<file path="src/hw/rtl/rhp_pkg.sv">
`timescale 1ns / 1ps
// Shared types and constants for the RTP header parser.
// Used by the front end, descriptor queue, back end and top level; no dependencies.

package rhp_pkg;

	localparam int unsigned CNT_W  = 16;
	localparam int unsigned SIZE_W = CNT_W + 1;

	// Packets that reach this many bytes before their last byte are overlong.
	localparam logic [CNT_W-1:0] MAX_PACKET_BYTES = 16'd65535;
	localparam logic [CNT_W-1:0] IDX_SATURATED    = 16'hFFFF;

	// Byte positions inside the fixed header.
	localparam logic [CNT_W-1:0] POS_FLAGS     = 16'd0;
	localparam logic [CNT_W-1:0] POS_PT        = 16'd1;
	localparam logic [CNT_W-1:0] POS_SEQ_FIRST = 16'd2;
	localparam logic [CNT_W-1:0] POS_SEQ_LAST  = 16'd3;
	localparam logic [CNT_W-1:0] POS_TS_FIRST  = 16'd4;
	localparam logic [CNT_W-1:0] POS_TS_LAST   = 16'd7;
	localparam logic [CNT_W-1:0] POS_SSRC_FIRST = 16'd8;
	localparam logic [CNT_W-1:0] POS_SSRC_LAST  = 16'd11;
	localparam logic [CNT_W-1:0] FIXED_HDR_BYTES = 16'd12;

	// Extension length word sits two bytes into the extension header.
	localparam logic [6:0] EXT_LEN_POS_BASE = 7'd14;
	localparam logic [6:0] HDR_BASE_BYTES   = 7'd12;
	localparam logic [1:0] RTP_VERSION      = 2'd2;

	// Bits of the first header byte; the marker bit is in the second byte.
	localparam int unsigned BIT_PADDING   = 5;
	localparam int unsigned BIT_EXTENSION = 4;
	localparam int unsigned BIT_MARKER    = 7;

	localparam int unsigned DESC_DEPTH = 4;
	localparam int unsigned DESC_PTR_W = $clog2(DESC_DEPTH);

	localparam int unsigned OUT_DATA_W = 120;

	// Everything the back end needs to judge one finished packet.
	typedef struct packed {
		logic [7:0]        b0;
		logic [7:0]        b1;
		logic [15:0]       seq;
		logic [31:0]       ts;
		logic [31:0]       ssrc;
		logic [15:0]       ext_words;
		logic [SIZE_W-1:0] size;
		logic [7:0]        pad;
		logic              ovf;
	} desc_t;

	typedef struct packed {
		logic  push;
		desc_t desc;
	} wr_req_t;

	typedef struct packed {
		logic  nonempty;
		desc_t desc;
	} rd_side_t;

endpackage

</file>
<file path="src/hw/rtl/rtp_header_parser.sv">
`timescale 1ns / 1ps
// Top level of the RTP header parser: front end, descriptor queue and back end.
// Depends on rhp_pkg, rhp_front, rhp_fifo and rhp_back.
//
//  Channel   Direction  Beat                 Sideband
//  s_*       in         one packet byte      tlast = last byte of the packet
//  m_*       out        one parsed header    tuser = packet passed all checks
//
// One byte is taken every cycle while s_tready is high, back to back across packet boundaries.
// After the last byte of its packet, a result passes through the descriptor queue and then
// the stage 1 and output registers of the check pipeline in the back end.
// s_tready drops only while the four-entry descriptor queue is full, that is when
// the result side stalls for several short packets in a row.
// Reset is asynchronous and clears the byte counter, queue and output valid.

module rtp_header_parser (
	input  logic                           clk,
	input  logic                           arst_n,
	input  logic                           s_tvalid,
	output logic                           s_tready,
	input  logic [7:0]                     s_tdata,  // [7:0] data_byte
	input  logic                           s_tlast,
	output logic                           m_tvalid,
	input  logic                           m_tready,
	// [0] marker, [7:1] pay_type, [23:8] seq_num,
	// [55:24] media_timestamp, [87:56] source_id, [103:88] payload_offset,
	// [119:104] payload_length
	output logic [rhp_pkg::OUT_DATA_W-1:0] m_tdata,
	output logic                           m_tuser   // [0] valid_res
);
	import rhp_pkg::*;

	wr_req_t  wr;
	rd_side_t rd;
	logic     q_full;
	logic     pop;

	rhp_front u_front (
		.clk      (clk),
		.arst_n   (arst_n),
		.s_tvalid (s_tvalid),
		.s_tready (s_tready),
		.s_tdata  (s_tdata),
		.s_tlast  (s_tlast),
		.q_full   (q_full),
		.wr       (wr)
	);

	rhp_fifo u_fifo (
		.clk    (clk),
		.arst_n (arst_n),
		.wr     (wr),
		.full   (q_full),
		.pop    (pop),
		.rd     (rd)
	);

	rhp_back u_back (
		.clk      (clk),
		.arst_n   (arst_n),
		.rd       (rd),
		.pop      (pop),
		.m_tvalid (m_tvalid),
		.m_tready (m_tready),
		.m_tdata  (m_tdata),
		.m_tuser  (m_tuser)
	);

endmodule

</file>
<file path="src/hw/rtl/rhp_front.sv">
`timescale 1ns / 1ps
// Front end: counts packet bytes and captures header fields, one byte per cycle while the
// queue is not full. On the last byte it writes a packet descriptor into the queue. Depends on rhp_pkg.

module rhp_front (
	input  logic             clk,
	input  logic             arst_n,
	input  logic             s_tvalid,
	output logic             s_tready,
	input  logic [7:0]       s_tdata,
	input  logic             s_tlast,
	input  logic             q_full,
	output rhp_pkg::wr_req_t wr
);
	import rhp_pkg::*;

	logic [CNT_W-1:0] idx_q, idx_d;
	logic             ovf_q, ovf_d, ovf_now;
	logic [7:0]       b0_q, b0_d;
	logic [7:0]       b1_q, b1_d;
	logic [15:0]      seq_q, seq_d;
	logic [31:0]      ts_q, ts_d;
	logic [31:0]      ssrc_q, ssrc_d;
	logic [15:0]      ext_q, ext_d;
	logic [6:0]       ext_pos;
	logic [CNT_W-1:0] ext_pos_w;
	logic             accept;

	assign s_tready = !q_full;
	assign accept   = s_tvalid && s_tready;

	assign ext_pos   = EXT_LEN_POS_BASE + {1'b0, b0_q[3:0], 2'b00};
	assign ext_pos_w = {{(CNT_W-7){1'b0}}, ext_pos};

	always_comb begin
		b0_d   = b0_q;
		b1_d   = b1_q;
		seq_d  = seq_q;
		ts_d   = ts_q;
		ssrc_d = ssrc_q;
		ext_d  = ext_q;
		if (idx_q == POS_FLAGS) begin
			b0_d = s_tdata;
		end else if (idx_q == POS_PT) begin
			b1_d = s_tdata;
		end else if (idx_q >= POS_SEQ_FIRST && idx_q <= POS_SEQ_LAST) begin
			seq_d = {seq_q[7:0], s_tdata};
		end else if (idx_q >= POS_TS_FIRST && idx_q <= POS_TS_LAST) begin
			ts_d = {ts_q[23:0], s_tdata};
		end else if (idx_q >= POS_SSRC_FIRST && idx_q <= POS_SSRC_LAST) begin
			ssrc_d = {ssrc_q[23:0], s_tdata};
		end
		// The length word follows the CSRC list; the CSRC count is already held in byte 0.
		if (idx_q >= FIXED_HDR_BYTES && (idx_q == ext_pos_w || idx_q == ext_pos_w + 16'd1)) begin
			ext_d = {ext_q[7:0], s_tdata};
		end

		ovf_now = ovf_q || (idx_q >= MAX_PACKET_BYTES);
		if (s_tlast) begin
			idx_d = '0;
			ovf_d = 1'b0;
		end else begin
			idx_d = (idx_q != IDX_SATURATED) ? idx_q + 16'd1 : idx_q;
			ovf_d = ovf_now;
		end

		wr.push           = accept && s_tlast;
		wr.desc.b0        = b0_d;
		wr.desc.b1        = b1_d;
		wr.desc.seq       = seq_d;
		wr.desc.ts        = ts_d;
		wr.desc.ssrc      = ssrc_d;
		wr.desc.ext_words = ext_d;
		wr.desc.size      = {1'b0, idx_q} + 17'd1;
		wr.desc.pad       = s_tdata;
		wr.desc.ovf       = ovf_now;
	end

	always_ff @(posedge clk or negedge arst_n) begin
		if (!arst_n) begin
			idx_q  <= '0;
			ovf_q  <= 1'b0;
			b0_q   <= '0;
			b1_q   <= '0;
			seq_q  <= '0;
			ts_q   <= '0;
			ssrc_q <= '0;
			ext_q  <= '0;
		end else if (accept) begin
			idx_q  <= idx_d;
			ovf_q  <= ovf_d;
			b0_q   <= b0_d;
			b1_q   <= b1_d;
			seq_q  <= seq_d;
			ts_q   <= ts_d;
			ssrc_q <= ssrc_d;
			ext_q  <= ext_d;
		end
	end

endmodule

</file>
<file path="src/hw/rtl/rhp_fifo.sv">
`timescale 1ns / 1ps
// Short descriptor queue between the front end and the back end.
// Register based, one write and one read port. Depends on rhp_pkg.

module rhp_fifo (
	input  logic              clk,
	input  logic              arst_n,
	input  rhp_pkg::wr_req_t  wr,
	output logic              full,
	input  logic              pop,
	output rhp_pkg::rd_side_t rd
);
	import rhp_pkg::*;

	desc_t                 mem_q [DESC_DEPTH];
	logic [DESC_PTR_W-1:0] wr_ptr_q;
	logic [DESC_PTR_W-1:0] rd_ptr_q;
	logic [DESC_PTR_W:0]   count_q;
	logic                  do_push;
	logic                  do_pop;

	assign full        = (count_q == DESC_DEPTH[DESC_PTR_W:0]);
	assign rd.nonempty = (count_q != '0);
	assign rd.desc     = mem_q[rd_ptr_q];
	assign do_push     = wr.push && !full;
	assign do_pop      = pop && rd.nonempty;

	always_ff @(posedge clk) begin
		if (do_push) begin
			mem_q[wr_ptr_q] <= wr.desc;
		end
	end

	always_ff @(posedge clk or negedge arst_n) begin
		if (!arst_n) begin
			wr_ptr_q <= '0;
			rd_ptr_q <= '0;
			count_q  <= '0;
		end else begin
			if (do_push) begin
				wr_ptr_q <= wr_ptr_q + 1'b1;
			end
			if (do_pop) begin
				rd_ptr_q <= rd_ptr_q + 1'b1;
			end
			if (do_push && !do_pop) begin
				count_q <= count_q + 1'b1;
			end else if (do_pop && !do_push) begin
				count_q <= count_q - 1'b1;
			end
		end
	end

endmodule

</file>
<file path="src/hw/rtl/rhp_back.sv">
`timescale 1ns / 1ps
// Back end: checks one packet descriptor over two pipeline stages and holds the
// result in the output register. Depends on rhp_pkg.

module rhp_back (
	input  logic                              clk,
	input  logic                              arst_n,
	input  rhp_pkg::rd_side_t                 rd,
	output logic                              pop,
	output logic                              m_tvalid,
	input  logic                              m_tready,
	output logic [rhp_pkg::OUT_DATA_W-1:0]    m_tdata,
	output logic                              m_tuser
);
	import rhp_pkg::*;

	desc_t             d;
	logic [6:0]        base;
	logic [SIZE_W-1:0] base_w;
	logic [18:0]       ext_size;
	logic [SIZE_W-1:0] size_m_base;
	logic              base_ok, ext_ok, ok_a;
	logic [SIZE_W-1:0] hdr_a;
	logic              adv1, adv2;

	logic              valid_s1, ok_s1, pbit_s1;
	logic [SIZE_W-1:0] hdr_s1, size_s1;
	logic [7:0]        pad_s1, b1_s1;
	logic [15:0]       seq_s1;
	logic [31:0]       ts_s1, ssrc_s1;

	logic [SIZE_W-1:0] rem, pend;
	logic              pad_ok, ok_b;
	logic [15:0]       len;

	logic              out_valid_q, out_ok_q;
	logic [OUT_DATA_W-1:0] out_data_q;

	assign d        = rd.desc;
	assign adv2     = !out_valid_q || m_tready;
	assign adv1     = !valid_s1 || adv2;
	assign pop      = rd.nonempty && adv1;
	assign m_tvalid = out_valid_q;
	assign m_tuser  = out_ok_q;
	assign m_tdata  = out_data_q;

	// Stage 1: overlong packets, version, minimum length, CSRC list and extension fit.
	always_comb begin
		base        = HDR_BASE_BYTES + {1'b0, d.b0[3:0], 2'b00};
		base_w      = {{(SIZE_W-7){1'b0}}, base};
		ext_size    = 19'd4 + {1'b0, d.ext_words, 2'b00};
		size_m_base = d.size - base_w;
		base_ok     = !d.ovf && (d.size >= {1'b0, FIXED_HDR_BYTES})
		              && (d.b0[7:6] == RTP_VERSION) && (base_w <= d.size);
		ext_ok      = (base_w + 17'd4 <= d.size) && (ext_size <= {2'b00, size_m_base});
		ok_a        = base_ok && (!d.b0[BIT_EXTENSION] || ext_ok);
		// Once the extension fits, the header length fits in the size width.
		hdr_a       = d.b0[BIT_EXTENSION] ? (ext_size[SIZE_W-1:0] + base_w) : base_w;
	end

	always_ff @(posedge clk or negedge arst_n) begin
		if (!arst_n) begin
			valid_s1 <= 1'b0;
		end else if (adv1) begin
			valid_s1 <= rd.nonempty;
		end
	end

	always_ff @(posedge clk) begin
		if (adv1) begin
			ok_s1   <= ok_a;
			pbit_s1 <= d.b0[BIT_PADDING];
			hdr_s1  <= hdr_a;
			size_s1 <= d.size;
			pad_s1  <= d.pad;
			b1_s1   <= d.b1;
			seq_s1  <= d.seq;
			ts_s1   <= d.ts;
			ssrc_s1 <= d.ssrc;
		end
	end

	// Stage 2: padding count and a non-empty payload.
	always_comb begin
		rem    = size_s1 - hdr_s1;
		pad_ok = !pbit_s1 || ((pad_s1 != 8'd0) && ({9'd0, pad_s1} <= rem));
		pend   = pbit_s1 ? size_s1 - {9'd0, pad_s1} : size_s1;
		ok_b   = ok_s1 && pad_ok && (pend > hdr_s1);
		len    = 16'(pend - hdr_s1);
	end

	always_ff @(posedge clk or negedge arst_n) begin
		if (!arst_n) begin
			out_valid_q <= 1'b0;
			out_ok_q    <= 1'b0;
		end else if (adv2) begin
			out_valid_q <= valid_s1;
			out_ok_q    <= ok_b;
		end
	end

	always_ff @(posedge clk) begin
		if (adv2) begin
			if (ok_b) begin
				out_data_q <= {len, hdr_s1[15:0], ssrc_s1, ts_s1, seq_s1,
				               b1_s1[6:0], b1_s1[BIT_MARKER]};
			end else begin
				out_data_q <= '0;
			end
		end
	end

endmodule

</file>
<file path="config.mk">
export PLATFORM = sky130hd
export DESIGN_NAME = rtp_header_parser
export DESIGN_NICKNAME = d
export VERILOG_FILES = /design/src/hw/rtl/rhp_pkg.sv /design/src/hw/rtl/rtp_header_parser.sv /design/src/hw/rtl/rhp_front.sv /design/src/hw/rtl/rhp_fifo.sv /design/src/hw/rtl/rhp_back.sv
export SDC_FILE = /design/constraint.sdc
export NUM_CORES = 1
export LEC_CHECK = 0
export BUFFER_PORTS_ARGS = -buffer_cell sky130_fd_sc_hd__buf_4
export CORE_AREA = 2 2 320 322
export CTS_BUF_LIST = sky130_fd_sc_hd__clkbuf_2
export CTS_CLUSTER_DIAMETER = 100
export DETAILED_ROUTE_END_ITERATION = 10
export DIE_AREA = 0 0 322 324
export HOLD_SLACK_MARGIN = 0.15
export SYNTH_ARGS = -nofsm -noshare
export SYNTH_HDL_FRONTEND = slang
export SYNTH_HIERARCHICAL = 1
export SYNTH_SLANG_ARGS = --single-unit
</file>
<file path="constraint.sdc">
create_clock -name clk -period 21.5 [get_ports clk]
set_input_delay 4.3 -clock clk [delete_from_list [all_inputs] [get_ports clk]]
set_output_delay 4.3 -clock clk [all_outputs]
set_load 0.01 [all_outputs]
</file>
==> results by stage <==
Run status:
- The run finished with clean final reports.

Floorplan:
- The area of the core is 101000 um^2.
- The number of top-level pins is 136.
- The die footprint is 104300 um^2.
- The total number of placement rows is 117.
- For this configuration, the core starts out at a cell density of 0.3957.
- The floorplan die width is 322 um.
- Measured along the y axis, the die boundary spans 324 um.

Place:
- The post-placement setup slack is 12.92 ns.
- Buffers placed on the I/O ports in this run total 133.
- At the end of routability-driven placement, the weighted congestion stood at 0.8774.
- The HPWL after detailed placement is 52.93 mm.
- Summing all placed instances gives a cell area of 42200 um^2.

Timing:
- Setup repair after global routing left no endpoint under its margin.
- After layout, the minimum clock period comes to 7.113 ns.
- Setup slack on the critical path of the routed design comes to 14.39 ns.
- The count of final max-slew check failures came to 0.
- Setup violations remaining at the end of the flow were counted as 0.
- On the final layout, the worst clock skew is 0.09368 ns.
- Measured against its own limit, the worst slew margin works out to 0.2104.
- The fraction of the cycle the final worst path needs is 0.3309.
- The number of endpoints with negative hold slack in the final report came to 0.
- The highest clock rate is 140.6 MHz.
- The transition time at the pin with the least slew margin is 1.184 ns.
- Summed over all failing endpoints, the final setup total negative slack is 0 ns.

Setup path:
- The last element of the critical path is u_back/ok_s1.
- The largest fanout on the critical path is 47.
- The startpoint identified for the worst register-to-register timing path is u_fifo/rd_ptr_q[0].
- Measured in cells, the most critical reg-to-reg path has a length of 19.
- The largest stage delay on the critical path is 0.86 ns.
- Traced cell by cell, the critical path runs through buf_4 > buf_4 > mux4_2 > inv_1 > ha_1 > xor2_1 > ha_1 > a21o_1 > maj3_1 > a2111oi_2 > nand2_1 > xor2_1 > ha_1 > a21o_1 > a211oi_1 > o211ai_1 > a211oi_1 > o21ai_0 > a211oi_1.
- The critical path start-end classification is register to register.
- The critical path startpoint is u_fifo/rd_ptr_q[0].
- The kind of cell with the highest combined delay along the critical path is compound AO/OA/AOI/OAI gates.
- The capturing element type of the critical path is a register.
- The number of stages on the worst setup path is 19.
- The combined buffer and inverter count along the critical path is 3.
- The endpoint arrival time on the critical path is 8.40 ns.
- The worst register-to-register path has a setup slack of 14.39 ns.
- The slowest stage of the critical path is the buf_4 cell.
- Data on the critical path is required at its endpoint by 22.79 ns.
- STA classifies the critical path startpoint as a register.
- The endpoint of the most critical register-to-register path is u_back/ok_s1.

Drt:
- The overall routed net length is 86.06 mm.
- The initial DRC count is 1242.
- Dividing the detail-routed wire length by the instance count gives 21.08 um.
- The met3 routed wirelength is 3.625 mm.
- In this run the remaining antenna-violating nets after routing total 0.
- After detailed routing, the number of remaining DRC violations is 0.
- The routed layout has 21430 vias.
- The first-pass iteration count of the detailed router is 5.
- The uppermost layer routed is met4.
- The average via count per standard cell is 5.248.
- The routed design uses 42.66 mm of met2 wire.
- The met1 wire length is 37.51 mm.

Job:
- The number of max-cap violations is 0.

Layout:
- Of the cells placed in the final design, the portion with a size suffix greater than 1 is 0.3372.
- Compared with the post-synthesis result, the final layout area differs by 11.08%.
- The post-layout net count is 2679.
- The final design instance area without fill is 44400 um^2.
- The utilization after layout is 0.4395.

Pwr:
- The analysis attributes to cell leakage a power of 16.47 nW.
- Power spread over the standard cell area amounts to 140.6 nW/um^2.
- VDD sags by at most 0.00006612 V.

Clock network:
- The TritonCTS sink count is 939.
- The CTS tree is done.
- The number of buffers inserted for hold repair after clock tree synthesis is 0.
- The latest clock arrival within the worst-skew pair is 1.53 ns.
- The clock passes through at most 3 buffers.
- The total setup buffers inserted after CTS is 0.
- The depth of the CTS H-tree is 4.
- In this run, CTS created clock tree buffers numbering 226.
- After clock tree synthesis, the clock-pin slew on the worst setup and hold paths is 0.11 ns.
- After clock tree synthesis, the repair step resized 0 gates.
- Clock tree synthesis selected as its root buffer the cell clkbuf_2.

Yosys:
- The share of synthesized flip-flops with an asynchronous set or reset is 0.1480.
- Synthesis produced 2300 cells.
- Of all cell types, the one taking the most synthesized area is edfxtp_1.
- For this run, the leading register cell type out of synthesis is edfxtp_1.
- The distinct cell type count after synthesis is 78.
- Of the synthesized area, sequential elements account for 0.6881.
- Of the post-synthesis cell area, the dominant cell type holds 0.6011.
- The number of flops mapped to enable cells by yosys is 800.
- The register bit count reported by yosys is 939.
- During synthesis, Yosys emitted a total of 6 warnings.
- In this run the cell area of the synthesized design comes to 39970 um^2.
- Sorting the synthesized cells by how often they occur yields edfxtp_1, mux2_2, dfrtp_1.
- In the post-synthesis netlist, the biggest area contributors are edfxtp_1, dfrtp_1, mux4_2.
- The average size of a mapped cell is 17.38 um^2.
- The most instantiated library cell after synthesis is edfxtp_1.

Min path:
- The worst min-delay path category is register to register.

GRT:
- The first global-routing pass estimated 133.2 mm of wire.
- The total congestion overflow is 0.
- In the global route stage, overall resource usage came out at 0.1682.
- The number of antenna violations at the first check in global routing came to 4.
- The via count of the first global-routing pass was 23220.
- Entering global routing, the biggest net connects 91 pins.
==> worst min path at each step <==
stage,from,to,slack (ns),cells after the start
2_1_floorplan,u_back/valid_s1,u_back/m_tvalid,0.44,1
3_3_place_gp,u_fifo/count_q[2],u_fifo/count_q[2],0.46,1
3_5_place_dp,u_fifo/count_q[2],u_fifo/count_q[2],0.48,1
4_1_cts,u_front/ssrc_q[19],u_front/ssrc_q[27],0.48,1
5_1_grt,u_fifo/count_q[2],u_fifo/count_q[2],0.50,1
6_report,u_front/ts_q[23],u_front/ts_q[31],0.49,1
==> placed cells by master, fill, tap and decap left out, types with 8 or more instances in the layout <==
cell      instances
a211oi_1          9
a21o_1           16
a21oi_1          49
a31oi_1           9
and2_1           13
and3_1           11
buf_4           156
clkbuf_2        343
clkinv_1         49
clkinv_2         16
dfrtp_1         137
edfxtp_1        800
ha_1             86
inv_1            76
mux2_2          216
mux2_4           10
mux4_2          138
nand2_1          62
nand3_1          30
nand4_1          13
nor2_1           47
nor2b_1          15
nor3_1           56
nor3b_1          97
nor4_1           12
o21a_1            8
o21ai_0          40
o31ai_1          12
or2_2             8
or3_1            12
xnor2_1          48
xor2_1           41
==> cell families after synthesis <==
group           share of synthesized area
other cells                    0.00009383
buf+inv                           0.02351
mux                                0.1434
simple gates                      0.06146
flops                              0.6881
xor+xnor                          0.02007
fa+ha+maj                         0.03043
compound gates                    0.03287
==> sequential cells by signal (all words and copies together) (netlist names), 8 cells and up <==
register and flops:
u_front/ts_q 32, u_back/ssrc_s1 32, u_front/idx_q 16, u_back/pad_s1 8, u_back/hdr_s1 15, u_back/m_tdata 118, u_front/ext_q 16, u_front/b1_q 8
u_back/seq_s1 16, u_back/b1_s1 8, u_front/ssrc_q 32, u_front/seq_q 16, u_back/ts_s1 32, u_back/size_s1 17, u_fifo/mem_q 552, u_front/b0_q 8
==> metal layers <==
metal | GRT usage | vias up
met4 | 0.06968 | 0
met1 | 0.2123 | 10980
met5 | 0 | -
met2 | 0.2830 | 543
li1 | - | 9749
met3 | 0.03478 | 154
==> worst reg2reg max path, delay by kind of cell (launching register included) <==
family                   cells  cell delay [ns]
AO/OA/AOI/OAI                8             1.94
XOR/XNOR                     2             0.54
adder cells (fa/ha/maj)      4             1.27
buffers and inverters        3             1.53
flip-flops                   1             0.80
multiplexers                 1             0.67
AND/OR/NAND/NOR              1             0.20
==> power by group <==
group | internal (mW) | total, mW | switching, mW
registers | 2.51 | 2.70 | 0.192
logic | 1.02 | 2.36 | 1.34
clock network | 0.466 | 1.18 | 0.714
==> stage by stage <==
stage               cells  hold slack [ns]  power [mW]
global route         4082           0.5023       6.686
floorplan            2302           0.4394       4.430
CTS                  4079           0.4751       6.337
finish               4083           0.4871       6.243
detailed placement   3655           0.4753       5.120
global placement     3655           0.4607       5.060
==> area by class of cell <==
| class | instances | area, um^2 |
|---|---|---|
| tap | 1309 | 1638 |
| inverter | 77 | 294.0 |
| timing repair buffer | 157 | 1182 |
| antenna | 4 | 10.01 |
| fill | 8988 | 56610 |
| clock inverter | 81 | 467.9 |
| sequential | 939 | 27510 |
| clock buffer | 343 | 1717 |
| multi-input combinational | 1173 | 11580 |
Note: power is estimated with default switching activity, not from simulation.
